<file path="src/rtl/assert_macros.svh">
// ----------------------------------------------------------------------------
// assert_macros.svh
// Concurrent assertion shorthands, clocked on clk and disabled in reset.
// ----------------------------------------------------------------------------
`ifndef ASSERT_MACROS_SVH
`define ASSERT_MACROS_SVH

// Same-cycle implication.
`define ASSERT_IMPLIES(label, ante, cons) \
    label: assert property (@(posedge clk) disable iff (!rst_n) (ante) |-> (cons)) \
        else $error("assertion failed: ante implies cons");

// Next-cycle implication.
`define ASSERT_NEXT(label, ante, cons) \
    label: assert property (@(posedge clk) disable iff (!rst_n) (ante) |=> (cons)) \
        else $error("assertion failed: ante then cons");

`endif

</file>
<file path="src/rtl/wdms_pkg.sv">
// ----------------------------------------------------------------------------
// wdms_pkg
// Shared types and constants of the wildcard driver match selector.
// ----------------------------------------------------------------------------
package wdms_pkg;

    localparam int MAX_RULES_DEF = 16;

    localparam logic [15:0] WILD16 = 16'hFFFF;
    localparam logic [7:0]  WILD8  = 8'hFF;

    localparam logic [4:0] W_VENDOR = 5'd16;
    localparam logic [4:0] W_DEVICE = 5'd8;
    localparam logic [4:0] W_CLASS  = 5'd4;
    localparam logic [4:0] W_SUB    = 5'd2;
    localparam logic [4:0] W_PIF    = 5'd1;

    localparam logic REQ_LOAD   = 1'b0;
    localparam logic REQ_LOOKUP = 1'b1;

    typedef enum logic [1:0] {
        ST_IDLE,
        ST_SCAN,
        ST_DONE
    } state_t;

    typedef struct packed {
        logic [15:0] vendor;
        logic [15:0] device;
        logic [7:0]  cls;
        logic [7:0]  sub;
        logic [7:0]  pif;
    } dev_id_t;

    typedef struct packed {
        logic [7:0] prio;
        dev_id_t    fields;
    } rule_t;

    typedef struct packed {
        logic       hit;
        logic [4:0] spec;
    } match_res_t;

endpackage

</file>
<file path="src/rtl/wildcard_driver_match_selector.sv">
// ----------------------------------------------------------------------------
// wildcard_driver_match_selector
// Wildcard rule table with a best-match lookup over the loaded rules.
// ----------------------------------------------------------------------------
//
//  Channel   Handshake               Contents
//  --------  ----------------------  ---------------------------------------
//  in        in_valid / in_ready     req_type, entry_index, identity, priority
//  out       out_valid / out_ready   found, best_index, best_spec, best_prio
//  cfg       cfg_wr_en               cfg_wr_data -> active_entries
//
//  A load transaction writes the rule at the accept edge. A lookup scans
//  min(active_entries, MAX_RULES) rules through the single read port of the
//  rule memory, one rule per cycle; a zero scan goes straight to the result.
//  Reset clears the sequencer and sets active_entries to 1; the rule memory
//  is not cleared. A stalled result waits in the output register; loads are
//  still taken meanwhile, and a finished lookup holds until that register
//  frees.
// ----------------------------------------------------------------------------
module wildcard_driver_match_selector #(
    parameter int MAX_RULES = wdms_pkg::MAX_RULES_DEF
) (
    input  logic        clk,
    input  logic        rst_n,
    input  logic        cfg_wr_en,
    input  logic [4:0]  cfg_wr_data,
    input  logic        in_valid,
    output logic        in_ready,
    input  logic        req_type,
    input  logic [3:0]  entry_index,
    input  logic [15:0] vendor_code,
    input  logic [15:0] device_code,
    input  logic [7:0]  base_class,
    input  logic [7:0]  subclass,
    input  logic [7:0]  prog_if,
    input  logic [7:0]  priority_req,
    output logic        out_valid,
    input  logic        out_ready,
    output logic        found,
    output logic [3:0]  best_index,
    output logic [4:0]  best_spec,
    output logic [7:0]  best_prio
);
    import wdms_pkg::*;

    // address width of the rule memory
    localparam int AW = (MAX_RULES > 1) ? $clog2(MAX_RULES) : 1;

    logic [4:0]    active_reg;
    dev_id_t       in_dev;
    dev_id_t       dev;
    logic          mem_wr_en;
    logic [AW-1:0] mem_wr_addr;
    rule_t         mem_wr_data;
    logic          mem_rd_en;
    logic [AW-1:0] mem_rd_addr;
    rule_t         mem_rd_data;
    match_res_t    mres;

    // Hold the scan length; the user must write it only while idle, unenforced.
    always_ff @(posedge clk or negedge rst_n)
    begin
        if (!rst_n)
        begin
            active_reg <= 5'd1;
        end
        else if (cfg_wr_en)
        begin
            active_reg <= cfg_wr_data;
        end
    end

    // Gather the identity fields; a load stores them as the rule itself.
    assign in_dev = '{vendor: vendor_code, device: device_code, cls: base_class,
                      sub: subclass, pif: prog_if};

    // Rule memory: rule fields and priority share one word.
    wdms_rule_mem #(
        .DEPTH (MAX_RULES),
        .AW    (AW)
    ) u_mem (
        .clk     (clk),
        .wr_en   (mem_wr_en),
        .wr_addr (mem_wr_addr),
        .wr_data (mem_wr_data),
        .rd_en   (mem_rd_en),
        .rd_addr (mem_rd_addr),
        .rd_data (mem_rd_data)
    );

    // Compare the rule read in the previous cycle with the held identity.
    wdms_match u_match (
        .rule (mem_rd_data.fields),
        .dev  (dev),
        .res  (mres)
    );

    // Sequence transactions, advance the scan and keep the best rule.
    wdms_ctrl #(
        .MAX_RULES (MAX_RULES),
        .AW        (AW)
    ) u_ctrl (
        .clk            (clk),
        .rst_n          (rst_n),
        .in_valid       (in_valid),
        .in_ready       (in_ready),
        .req_type       (req_type),
        .entry_index    (entry_index),
        .in_dev         (in_dev),
        .priority_req   (priority_req),
        .active_entries (active_reg),
        .mem_wr_en      (mem_wr_en),
        .mem_wr_addr    (mem_wr_addr),
        .mem_wr_data    (mem_wr_data),
        .mem_rd_en      (mem_rd_en),
        .mem_rd_addr    (mem_rd_addr),
        .rd_prio        (mem_rd_data.prio),
        .mres           (mres),
        .dev            (dev),
        .out_valid      (out_valid),
        .out_ready      (out_ready),
        .found          (found),
        .best_index     (best_index),
        .best_spec      (best_spec),
        .best_prio      (best_prio)
    );

endmodule

</file>
<file path="src/rtl/wdms_rule_mem.sv">
// ----------------------------------------------------------------------------
// wdms_rule_mem
// Rule store: one write port, one registered read port.
// ----------------------------------------------------------------------------
module wdms_rule_mem #(
    parameter int DEPTH = 16,
    parameter int AW    = 4
) (
    input  logic              clk,
    input  logic              wr_en,
    input  logic [AW-1:0]     wr_addr,
    input  wdms_pkg::rule_t   wr_data,
    input  logic              rd_en,
    input  logic [AW-1:0]     rd_addr,
    output wdms_pkg::rule_t   rd_data
);
    import wdms_pkg::*;

    rule_t mem [DEPTH];
    rule_t rd_data_reg;

    always_ff @(posedge clk)
    begin
        if (wr_en)
        begin
            mem[wr_addr] <= wr_data;
        end
    end

    always_ff @(posedge clk)
    begin
        if (rd_en)
        begin
            rd_data_reg <= mem[rd_addr];
        end
    end

    assign rd_data = rd_data_reg;

endmodule

</file>
<file path="src/rtl/wdms_match.sv">
// ----------------------------------------------------------------------------
// wdms_match
// Compare one rule with a device identity and weigh its specificity.
// ----------------------------------------------------------------------------
module wdms_match (
    input  wdms_pkg::dev_id_t    rule,
    input  wdms_pkg::dev_id_t    dev,
    output wdms_pkg::match_res_t res
);
    import wdms_pkg::*;

    logic wv, wd, wc, ws, wp;

    always_comb
    begin
        wv = (rule.vendor == WILD16);
        wd = (rule.device == WILD16);
        wc = (rule.cls == WILD8);
        ws = (rule.sub == WILD8);
        wp = (rule.pif == WILD8);
        res.hit = (wv || rule.vendor == dev.vendor) &&
                  (wd || rule.device == dev.device) &&
                  (wc || rule.cls == dev.cls) &&
                  (ws || rule.sub == dev.sub) &&
                  (wp || rule.pif == dev.pif);
        res.spec = (wv ? 5'd0 : W_VENDOR) + (wd ? 5'd0 : W_DEVICE) +
                   (wc ? 5'd0 : W_CLASS) + (ws ? 5'd0 : W_SUB) +
                   (wp ? 5'd0 : W_PIF);
    end

endmodule

</file>
<file path="src/rtl/wdms_ctrl.sv">
// ----------------------------------------------------------------------------
// wdms_ctrl
// Transaction sequencer: rule loads, lookup scan and best-rule tracking.
// ----------------------------------------------------------------------------
`include "assert_macros.svh"

module wdms_ctrl #(
    parameter int MAX_RULES = 16,
    parameter int AW        = 4
) (
    input  logic                  clk,
    input  logic                  rst_n,
    input  logic                  in_valid,
    output logic                  in_ready,
    input  logic                  req_type,
    input  logic [3:0]            entry_index,
    input  wdms_pkg::dev_id_t     in_dev,
    input  logic [7:0]            priority_req,
    input  logic [4:0]            active_entries,
    output logic                  mem_wr_en,
    output logic [AW-1:0]         mem_wr_addr,
    output wdms_pkg::rule_t       mem_wr_data,
    output logic                  mem_rd_en,
    output logic [AW-1:0]         mem_rd_addr,
    input  logic [7:0]            rd_prio,
    input  wdms_pkg::match_res_t  mres,
    output wdms_pkg::dev_id_t     dev,
    output logic                  out_valid,
    input  logic                  out_ready,
    output logic                  found,
    output logic [3:0]            best_index,
    output logic [4:0]            best_spec,
    output logic [7:0]            best_prio
);
    import wdms_pkg::*;

    localparam int CW    = $clog2(MAX_RULES + 1);
    localparam int LIM_W = (CW > 5) ? CW : 5;

    state_t          state_reg, state_next;
    logic [AW-1:0]   idx_reg, idx_next;
    logic [CW-1:0]   lim_reg, lim_next;
    dev_id_t         dev_reg, dev_next;
    logic            bfound_reg, bfound_next;
    logic [AW-1:0]   bidx_reg, bidx_next;
    logic [4:0]      bspec_reg, bspec_next;
    logic [7:0]      bpri_reg, bpri_next;
    logic            ovalid_reg, ovalid_next;
    logic            ofound_reg, ofound_next;
    logic [3:0]      oidx_reg, oidx_next;
    logic [4:0]      ospec_reg, ospec_next;
    logic [7:0]      opri_reg, opri_next;

    logic            accept;
    logic            last;
    logic [LIM_W-1:0] act_ext;
    logic [CW-1:0]   lim_in;

    always_ff @(posedge clk or negedge rst_n)
    begin
        if (!rst_n)
        begin
            state_reg  <= ST_IDLE;
            ovalid_reg <= 1'b0;
        end
        else
        begin
            state_reg  <= state_next;
            ovalid_reg <= ovalid_next;
        end
    end

    always_ff @(posedge clk)
    begin
        idx_reg    <= idx_next;
        lim_reg    <= lim_next;
        dev_reg    <= dev_next;
        bfound_reg <= bfound_next;
        bidx_reg   <= bidx_next;
        bspec_reg  <= bspec_next;
        bpri_reg   <= bpri_next;
        ofound_reg <= ofound_next;
        oidx_reg   <= oidx_next;
        ospec_reg  <= ospec_next;
        opri_reg   <= opri_next;
    end

    always_comb
    begin
        state_next  = state_reg;
        idx_next    = idx_reg;
        lim_next    = lim_reg;
        dev_next    = dev_reg;
        bfound_next = bfound_reg;
        bidx_next   = bidx_reg;
        bspec_next  = bspec_reg;
        bpri_next   = bpri_reg;
        ovalid_next = ovalid_reg && !out_ready;
        ofound_next = ofound_reg;
        oidx_next   = oidx_reg;
        ospec_next  = ospec_reg;
        opri_next   = opri_reg;

        in_ready = (state_reg == ST_IDLE);
        accept   = in_valid && in_ready;
        last     = (CW'(idx_reg) + CW'(1)) == lim_reg;

        // clamp the scan length to the table depth
        act_ext = LIM_W'(active_entries);
        if (act_ext > LIM_W'(MAX_RULES))
        begin
            lim_in = CW'(MAX_RULES);
        end
        else
        begin
            lim_in = CW'(act_ext);
        end

        mem_wr_en   = accept && (req_type == REQ_LOAD) && (int'(entry_index) < MAX_RULES);
        mem_wr_addr = AW'(entry_index);
        mem_wr_data = '{prio: priority_req, fields: in_dev};
        mem_rd_en   = 1'b0;
        mem_rd_addr = '0;

        case (state_reg)
            ST_IDLE:
            begin
                if (accept && req_type == REQ_LOOKUP)
                begin
                    dev_next    = in_dev;
                    lim_next    = lim_in;
                    idx_next    = '0;
                    bfound_next = 1'b0;
                    bidx_next   = '0;
                    bspec_next  = '0;
                    bpri_next   = '0;
                    if (lim_in == '0)
                    begin
                        state_next = ST_DONE;
                    end
                    else
                    begin
                        mem_rd_en  = 1'b1;
                        state_next = ST_SCAN;
                    end
                end
            end
            ST_SCAN:
            begin
                if (mres.hit && (!bfound_reg || mres.spec > bspec_reg ||
                                 (mres.spec == bspec_reg && rd_prio > bpri_reg)))
                begin
                    bfound_next = 1'b1;
                    bidx_next   = idx_reg;
                    bspec_next  = mres.spec;
                    bpri_next   = rd_prio;
                end
                if (last)
                begin
                    state_next = ST_DONE;
                end
                else
                begin
                    idx_next    = idx_reg + AW'(1);
                    mem_rd_en   = 1'b1;
                    mem_rd_addr = idx_reg + AW'(1);
                end
            end
            ST_DONE:
            begin
                if (!ovalid_reg || out_ready)
                begin
                    ovalid_next = 1'b1;
                    ofound_next = bfound_reg;
                    oidx_next   = 4'(bidx_reg);
                    ospec_next  = bspec_reg;
                    opri_next   = bpri_reg;
                    state_next  = ST_IDLE;
                end
            end
            default:
            begin
                state_next = ST_IDLE;
            end
        endcase
    end

    assign dev        = dev_reg;
    assign out_valid  = ovalid_reg;
    assign found      = ofound_reg;
    assign best_index = oidx_reg;
    assign best_spec  = ospec_reg;
    assign best_prio  = opri_reg;

    `ASSERT_IMPLIES(a_scan_in_range, state_reg == ST_SCAN, CW'(idx_reg) < lim_reg)
    `ASSERT_NEXT(a_scan_ends_done, state_reg == ST_SCAN && last, state_reg == ST_DONE)
    `ASSERT_IMPLIES(a_miss_is_zero, ovalid_reg && !ofound_reg,
                    oidx_reg == '0 && ospec_reg == '0 && opri_reg == '0)
    `ASSERT_NEXT(a_lookup_starts, accept && req_type == REQ_LOOKUP,
                 !bfound_reg && (state_reg == ST_SCAN || state_reg == ST_DONE))

endmodule

</file>
<file path="config.mk">
export PLATFORM = sky130hd
export DESIGN_NAME = wildcard_driver_match_selector
export DESIGN_NICKNAME = d
export VERILOG_FILES = /design/src/rtl/wdms_pkg.sv /design/src/rtl/wildcard_driver_match_selector.sv /design/src/rtl/wdms_rule_mem.sv /design/src/rtl/wdms_match.sv /design/src/rtl/wdms_ctrl.sv
export VERILOG_INCLUDE_DIRS = /design/src /design/src/rtl
export SDC_FILE = /design/constraint.sdc
export NUM_CORES = 1
export LEC_CHECK = 0
export BUFFER_PORTS_ARGS = -buffer_cell sky130_fd_sc_hd__buf_4
export CAP_MARGIN = 5
export CORE_MARGIN = 3
export CORE_UTILIZATION = 50
export DETAILED_ROUTE_END_ITERATION = 8
export PLACE_DENSITY = 0.66
export SYNTH_ARGS = -nofsm -noshare
export SYNTH_HDL_FRONTEND = slang
export SYNTH_SLANG_ARGS = --single-unit
</file>
<file path="constraint.sdc">
create_clock -name clk -period 13.8 [get_ports clk]
set_input_delay 1.38 -clock clk [delete_from_list [all_inputs] [get_ports clk]]
set_output_delay 1.38 -clock clk [all_outputs]
set_load 0.01 [all_outputs]
</file>
* Word-level counts from Yosys, hierarchy flattened
Memories as Yosys holds them, arrays and structs flattened. A register that Yosys moved wholly into a read port is not among the register bits.
Index checks and enable logic that the tools add are counted.
** Storage, ports and cells
- Bits in registers :: 109
- RAM bits :: 1024
- Logic and storage cells :: 112
- Memories :: 1
** Operators by class
- Add/subtract/negate cells :: 6
- Magnitude comparators :: 3
- Equality and inequality tests :: 19
- Multiplexer cells :: 35
- Bitwise logic cells :: 1
- Reductions and logical operators :: 29
** Memory list
- u_mem.mem :: depth 16, width 64, rd ports 1, clocked after Yosys merged registers in 1, write ports 1, line wdms_rule_mem.sv:19 : rule_t mem [DEPTH];
** Operator list (count)
- $eq A16 B16 Y1 :: 2
- $eq A16 B16 Y1 const B :: 2
- $eq A8 B8 Y1 :: 3
- $eq A8 B8 Y1 const B :: 3
- $mux W4 :: 6
- $add A5 B5 Y5 :: 4
- $mux W5 :: 4
- $mux W8 :: 2
- $pmux W4 S2 :: 2
- $pmux W8 S2 :: 1
- $eq A5 B5 Y1 :: 2
- $logic_and A1 B1 Y1 :: 10
- $mux W1 :: 10
- $mux W2 :: 5
- $pmux W5 S2 :: 1
- $reduce_and A3 Y1 :: 3
- $gt A8 B8 Y1 :: 1
- $logic_or A1 B1 Y1 :: 8
- $ne A2 B1 Y1 const B :: 4
- $pmux W2 S3 :: 1
- $add A4 B1 Y5 const B :: 1
- $gt A5 B5 Y1 :: 1
- $gt A5 B5 Y1 const B :: 1
- $logic_not A5 Y1 :: 1
- other kinds (11) :: 15

* Longest topological paths before layout
- Depth in word-level cells :: 12
- Mapped depth :: 11

* Modules after synthesis
Synthesis repeated with hierarchy kept, for this count alone.
** Unflattened totals
- Cell total of the unflattened synthesis :: 2040
- Area, all modules :: 45531.2 µm²
** Modules (own cells, without submodules)
- wdms_rule_mem :: instances 1, cells each 1647, area each 40222.3 µm², sequential area each 32671.3 µm²
- wdms_ctrl :: instances 1, cells each 287, area each 4369.2 µm², sequential area each 3108.0 µm²
- wdms_match :: instances 1, cells each 96, area each 757.0 µm², sequential area each 0.0 µm²
- wildcard_driver_match_selector :: instances 1, cells each 10, area each 182.7 µm², sequential area each 126.4 µm²

* Worst setup path before layout
Ideal clock, no wire load.
- Path kind :: input to register
- Start point :: input port in_valid
- End point :: memory u_mem.mem[4][0] (netlist bit) (enable)
- Library setup time :: 651 ps
- Data arrival time :: 7736 ps
- Path slack :: 5413 ps
- Cell stages on the path :: 4
- Path buffers :: 0
- Path through :: nand2_1 > nor2_1 > nand2_1 > nor4_1
** On the way
- Word-level cells in the longest chain between the ends :: 4
** Ends and longest elaborated chain
- from (decl) :: line wildcard_driver_match_selector.sv:27 : input logic in_valid,
- $logic_and A1 B1 Y1 :: line wdms_ctrl.sv:105 : accept = in_valid && in_ready;
- $logic_and A1 B1 Y1 :: line wdms_ctrl.sv:119 : mem_wr_en = accept && (req_type == REQ_LOAD) && (int'(entry_index) < MAX_RULES);
- $mux W1 :: line wdms_rule_mem.sv:24 : if (wr_en)
- $mux W1 (implied by the code) :: line wdms_rule_mem.sv:26 : mem[wr_addr] <= wr_data;
- to (decl) :: line wdms_rule_mem.sv:19
Every way passes these cells.

* Worst setup path in the final report
- Start point :: register u_ctrl.idx_reg[0]
- End point :: register u_mem.rd_data[40] (netlist name)
** On the way
- Word-level cells in the longest chain between the ends :: 4
- Elaborated cells between the ends (all ways) :: 7
- Classes of those cells :: 2 x add/sub; 1 x eq/ne; 4 x mux
** Ends and longest elaborated chain
- from (decl) :: line wdms_ctrl.sv:41 : logic [AW-1:0] idx_reg, idx_next;
- from (signal assigned) :: line wdms_ctrl.sv:75 : idx_reg <= idx_next;
- $add A4 B1 Y5 :: line wdms_ctrl.sv:106 : last = (CW'(idx_reg) + CW'(1)) == lim_reg;
- $eq A5 B5 Y1 :: line wdms_ctrl.sv:106
- $mux W1 or $mux W4 (tied branches) :: line wdms_ctrl.sv:158 : if (last)
- $pmux W1 S2 or $mux W4 (tied branches) :: line wdms_ctrl.sv:125 : case (state_reg)
Parallel ways exist; a longest one is shown, timed or not.
A chain may end at the register's enable or synchronous reset.

==> impl_metrics.prom <==
# TYPE chip_impl_metric gauge
chip_impl_metric{name="synth_nets",unit=""} 2955
chip_impl_metric{name="clk_pin_slew_worst_paths",unit="ns"} 0.06
chip_impl_metric{name="area_added_between_synthesis_and_finish",unit="%"} 12.3
chip_impl_metric{name="synth_seq_cells",unit=""} 1197
chip_impl_metric{name="slack_of_the_worst_reg_to_reg_path",unit="ns"} 9.08
chip_impl_metric{name="synth.avg_cell_area",unit="sq um"} 16.5
chip_impl_metric{name="critPathArrivalTime",unit="ns"} 5.12
chip_impl_metric{name="synth-async-reset-ratio",unit=""} 0.00668
chip_impl_metric{name="worst_slack_at_placement",unit="ns"} 9.19
chip_impl_metric{name="area_used_by_multi_input_combinational_logic",unit="sq um"} 10500
chip_impl_metric{name="number_of_filler_instances_in_the_final_layout",unit=""} 7076
chip_impl_metric{name="global_route.usage.total",unit=""} 0.244
chip_impl_metric{name="cts_hold_buffers",unit=""} 0
chip_impl_info{name="yosys_most_used_dff",value="sky130_fd_sc_hd__edfxtp_1"} 1
chip_impl_info{name="synth_top_cells_by_area",value="sky130_fd_sc_hd__edfxtp_1 (75%), sky130_fd_sc_hd__a221oi_2 (3.1%), sky130_fd_sc_hd__nand2_1 (3.1%)"} 1
chip_impl_metric{name="sinks_on_clock_net",unit=""} 1197
chip_impl_metric{name="hold_viol",unit=""} 0
chip_impl_metric{name="number_of_violations_of_the_max_capacitance_limit",unit=""} 0
chip_impl_metric{name="cts_resized",unit=""} 0
chip_impl_info{name="synth_most_common_cell",value="sky130_fd_sc_hd__edfxtp_1"} 1
chip_impl_metric{name="drtIter0Drc",unit=""} 3173
chip_impl_metric{name="cts-buffers-inserted",unit=""} 117
chip_impl_metric{name="syn-cell-area",unit="sq um"} 47400
chip_impl_metric{name="htree_num_levels",unit=""} 3
chip_impl_metric{name="final.setup.tns",unit="ns"} 0
chip_impl_metric{name="combPwrFrac",unit=""} 0.371
chip_impl_metric{name="skew",unit="ns"} 0.0351
chip_impl_info{name="tritoncts",value="yes"} 1
chip_impl_metric{name="maxSlewViolCount",unit=""} 0
chip_impl_metric{name="routed_via_density",unit=""} 6.37
chip_impl_info{name="synth_top_area_cell",value="sky130_fd_sc_hd__edfxtp_1"} 1
chip_impl_metric{name="setup_slack",unit="ns"} 9.08
chip_impl_info{name="status",value="finished, final reports clean"} 1
chip_impl_metric{name="antenna_left",unit=""} 0
chip_impl_metric{name="synth.lib_cells_used.distinct",unit=""} 57
chip_impl_metric{name="layout.area.seq",unit="sq um"} 35900
chip_impl_metric{name="route.detailed.drc",unit=""} 0
chip_impl_metric{name="dpl.hpwl",unit="um"} 59000
chip_impl_info{name="cts_root_buffer",value="sky130_fd_sc_hd__clkbuf_16"} 1
chip_impl_metric{name="vdd.ir_drop.worst",unit="V"} 0.000289
chip_impl_info{name="timing.critical_path.to_type",value="register"} 1
chip_impl_metric{name="worst_ep_required_time",unit="ns"} 14.19
chip_impl_metric{name="synth-edff-count",unit=""} 1189
chip_impl_metric{name="port_buffers",unit=""} 98
chip_impl_metric{name="grt_antenna_before_repair",unit=""} 2
chip_impl_info{name="crit_path_start_kind",value="register"} 1
chip_impl_metric{name="fp.coreArea",unit="sq um"} 93600
chip_impl_metric{name="leak_pwr",unit="nW"} 17.4
chip_impl_metric{name="vias",unit=""} 27305
chip_impl_metric{name="finalSetupViolCount",unit=""} 0
chip_impl_metric{name="wl_per_cell",unit="um"} 28.3
chip_impl_metric{name="maxSlewHeadroom",unit=""} 0.134
chip_impl_metric{name="grt_pass1_wl",unit="um"} 178000
chip_impl_metric{name="die_area",unit="sq um"} 98500
chip_impl_metric{name="grt_pass1_vias",unit=""} 27557
chip_impl_metric{name="floorplan.rows",unit=""} 112
chip_impl_metric{name="floorplan.die.height",unit="um"} 314
chip_impl_info{name="netlist_top_cells_count",value="sky130_fd_sc_hd__edfxtp_1 (1189), sky130_fd_sc_hd__nand2_1 (391), sky130_fd_sc_hd__a221oi_1 (155)"} 1
chip_impl_metric{name="syn-instance-count",unit=""} 2862
chip_impl_metric{name="drive_gt1_frac",unit=""} 0.159
chip_impl_metric{name="clock_latency",unit="ns"} 0.70
chip_impl_metric{name="worst_pin_slew",unit="ns"} 1.30
chip_impl_metric{name="synth_largest_type_area_fraction",unit=""} 0.754
chip_impl_metric{name="residual_overflow_from_global_routing",unit=""} 0
chip_impl_metric{name="power.switching_fraction",unit=""} 0.376
chip_impl_metric{name="routability_congestion",unit=""} 0.781
chip_impl_metric{name="design.final.nets",unit=""} 3023
chip_impl_metric{name="grt_start_max_net_pins",unit=""} 140
chip_impl_info{name="crit_type",value="register to register"} 1
chip_impl_metric{name="power.density",unit="nW/um^2"} 230
chip_impl_metric{name="io-pin-count",unit=""} 99
chip_impl_metric{name="fp.dieW",unit="um"} 314
chip_impl_metric{name="cts.repair_timing.setup_buffer_count",unit=""} 0
chip_impl_metric{name="min_period",unit="ns"} 4.72
chip_impl_info{name="rsz_0062_raised_after_global_routing",value="false"} 1
chip_impl_metric{name="max_clock_freq",unit="MHz"} 212
chip_impl_metric{name="switching_power",unit="mW"} 4.59
chip_impl_metric{name="synth_sequential_area_ratio",unit=""} 0.758
chip_impl_metric{name="detailedRoute.firstPassIterationCount",unit=""} 5
chip_impl_info{name="min-delay-path-class",value="register to register"} 1
chip_impl_metric{name="power_frac_clock",unit=""} 0.264
chip_impl_metric{name="routed_wirelength",unit="um"} 121000
chip_impl_metric{name="crit_fanout",unit=""} 139
chip_impl_metric{name="cts_buffer_depth",unit=""} 3
chip_impl_metric{name="seq_power_share",unit=""} 0.365
chip_impl_metric{name="synth.yosys.warnings",unit=""} 0
chip_impl_metric{name="largest_register_ffs",unit=""} 1024
chip_impl_metric{name="final_min_period_over_clock_period",unit=""} 0.342
chip_impl_metric{name="effective_utilization_at_floorplan",unit=""} 0.506
chip_impl_metric{name="internal-power",unit="mW"} 7.63
[worst paths after layout]
check / start / to / depth (start not counted)
worst min-delay path: u_ctrl.bidx_reg[2] / u_ctrl.best_index[2] / 0
worst max-delay path: u_ctrl.idx_reg[0] / u_mem.rd_data[40] / 9
max in group asynchronous: rst_n / active_reg[0] / 1
min in group asynchronous: rst_n / active_reg[4] / 1
worst min register to register: u_ctrl.bidx_reg[2] / u_ctrl.best_index[2] / 0
worst max register to register: u_ctrl.idx_reg[0] / u_mem.rd_data[40] / 9
[layout make-up]
| cell class | count | area share |
|---|---|---|
| clock buffer | 140 | 0.0579 |
| multi-input combinational | 1443 | 0.198 |
| clock inverter | 78 | 0.0158 |
| sequential | 1197 | 0.675 |
| antenna | 1 | 0.0000471 |
| timing repair buffer | 148 | 0.0216 |
| tap | 1254 | 0.0295 |
| inverter | 23 | 0.00172 |
[power groups by stage]
stage	sequential [mW]	combinational, mW	clock (mW)
after global placement	4.53	4.38	0
after global routing	4.47	4.85	3.40
after CTS	4.46	4.50	3.26
after detailed placement	4.54	4.48	0
after floorplan	4.50	3.19	0
final	4.46	4.54	3.22
[per-stage QoR]
stage / area [sq um] / power (mW) / utilization / hold WS (ns) / instances
floorplan: 47400 / 7.69 / - / 0.400 / 2862
global placement: 49300 / 8.92 / 0.526 / 0.404 / 4065
detailed placement: 49300 / 9.02 / 0.526 / 0.405 / 4065
CTS: 53200 / 12.2 / 0.568 / 0.418 / 4283
global route: 53200 / 12.7 / 0.568 / 0.440 / 4284
finish: 53200 / 12.2 / 0.568 / 0.418 / 4284
[logic make-up (layout without fill, tap and decap cells)]
| logic type | Yosys count | count (layout) | share of synthesized area |
|---|---|---|---|
| flip-flops | 1197 | 1197 | 0.758 |
| AO/OA/AOI/OAI | 671 | 671 | 0.122 |
| XOR/XNOR | 63 | 63 | 0.0120 |
| multiplexers | 134 | 134 | 0.0285 |
| other | 0 | 1 | 0 |
| AND/OR/NAND/NOR | 561 | 561 | 0.0521 |
| adder cells (fa/ha/maj) | 14 | 14 | 0.00370 |
| buffers and inverters | 222 | 389 | 0.0235 |
[per-layer routing]
layer  wire length, um  track usage  vias up  part of all wire
met4              2740       0.0682        2             0.023
met1             49400        0.347    14008              0.41
met2             56900        0.385     1456              0.47
li1                  -            -    11639                 -
met3             12300       0.0493      200              0.10
met5                11            0        -          0.000091
[cell usage in the layout, fill, tap and decap left out, drive strengths merged, types with 27 or more instances in the layout]
cell    count
edfxtp   1189
nand2     393
a221oi    254
buf       148
clkbuf    140
o21ai     135
mux2i     129
a31oi     127
nor2b      69
o32ai      64
a211o      63
clkinv     50
xnor2      35
xor2       27
inv        27
[critical path, cell delays in order (launching register included)]
cell	delay [ns]
sky130_fd_sc_hd__edfxtp_1	0.40
sky130_fd_sc_hd__buf_4	0.59
sky130_fd_sc_hd__buf_4	0.66
sky130_fd_sc_hd__nand2b_4	0.28
sky130_fd_sc_hd__buf_4	0.70
sky130_fd_sc_hd__buf_12	0.71
sky130_fd_sc_hd__mux2i_1	0.28
sky130_fd_sc_hd__o21ai_0	0.11
sky130_fd_sc_hd__a221oi_1	0.26
sky130_fd_sc_hd__o32ai_1	0.15
Note: power is estimated with default switching activity, not from simulation.
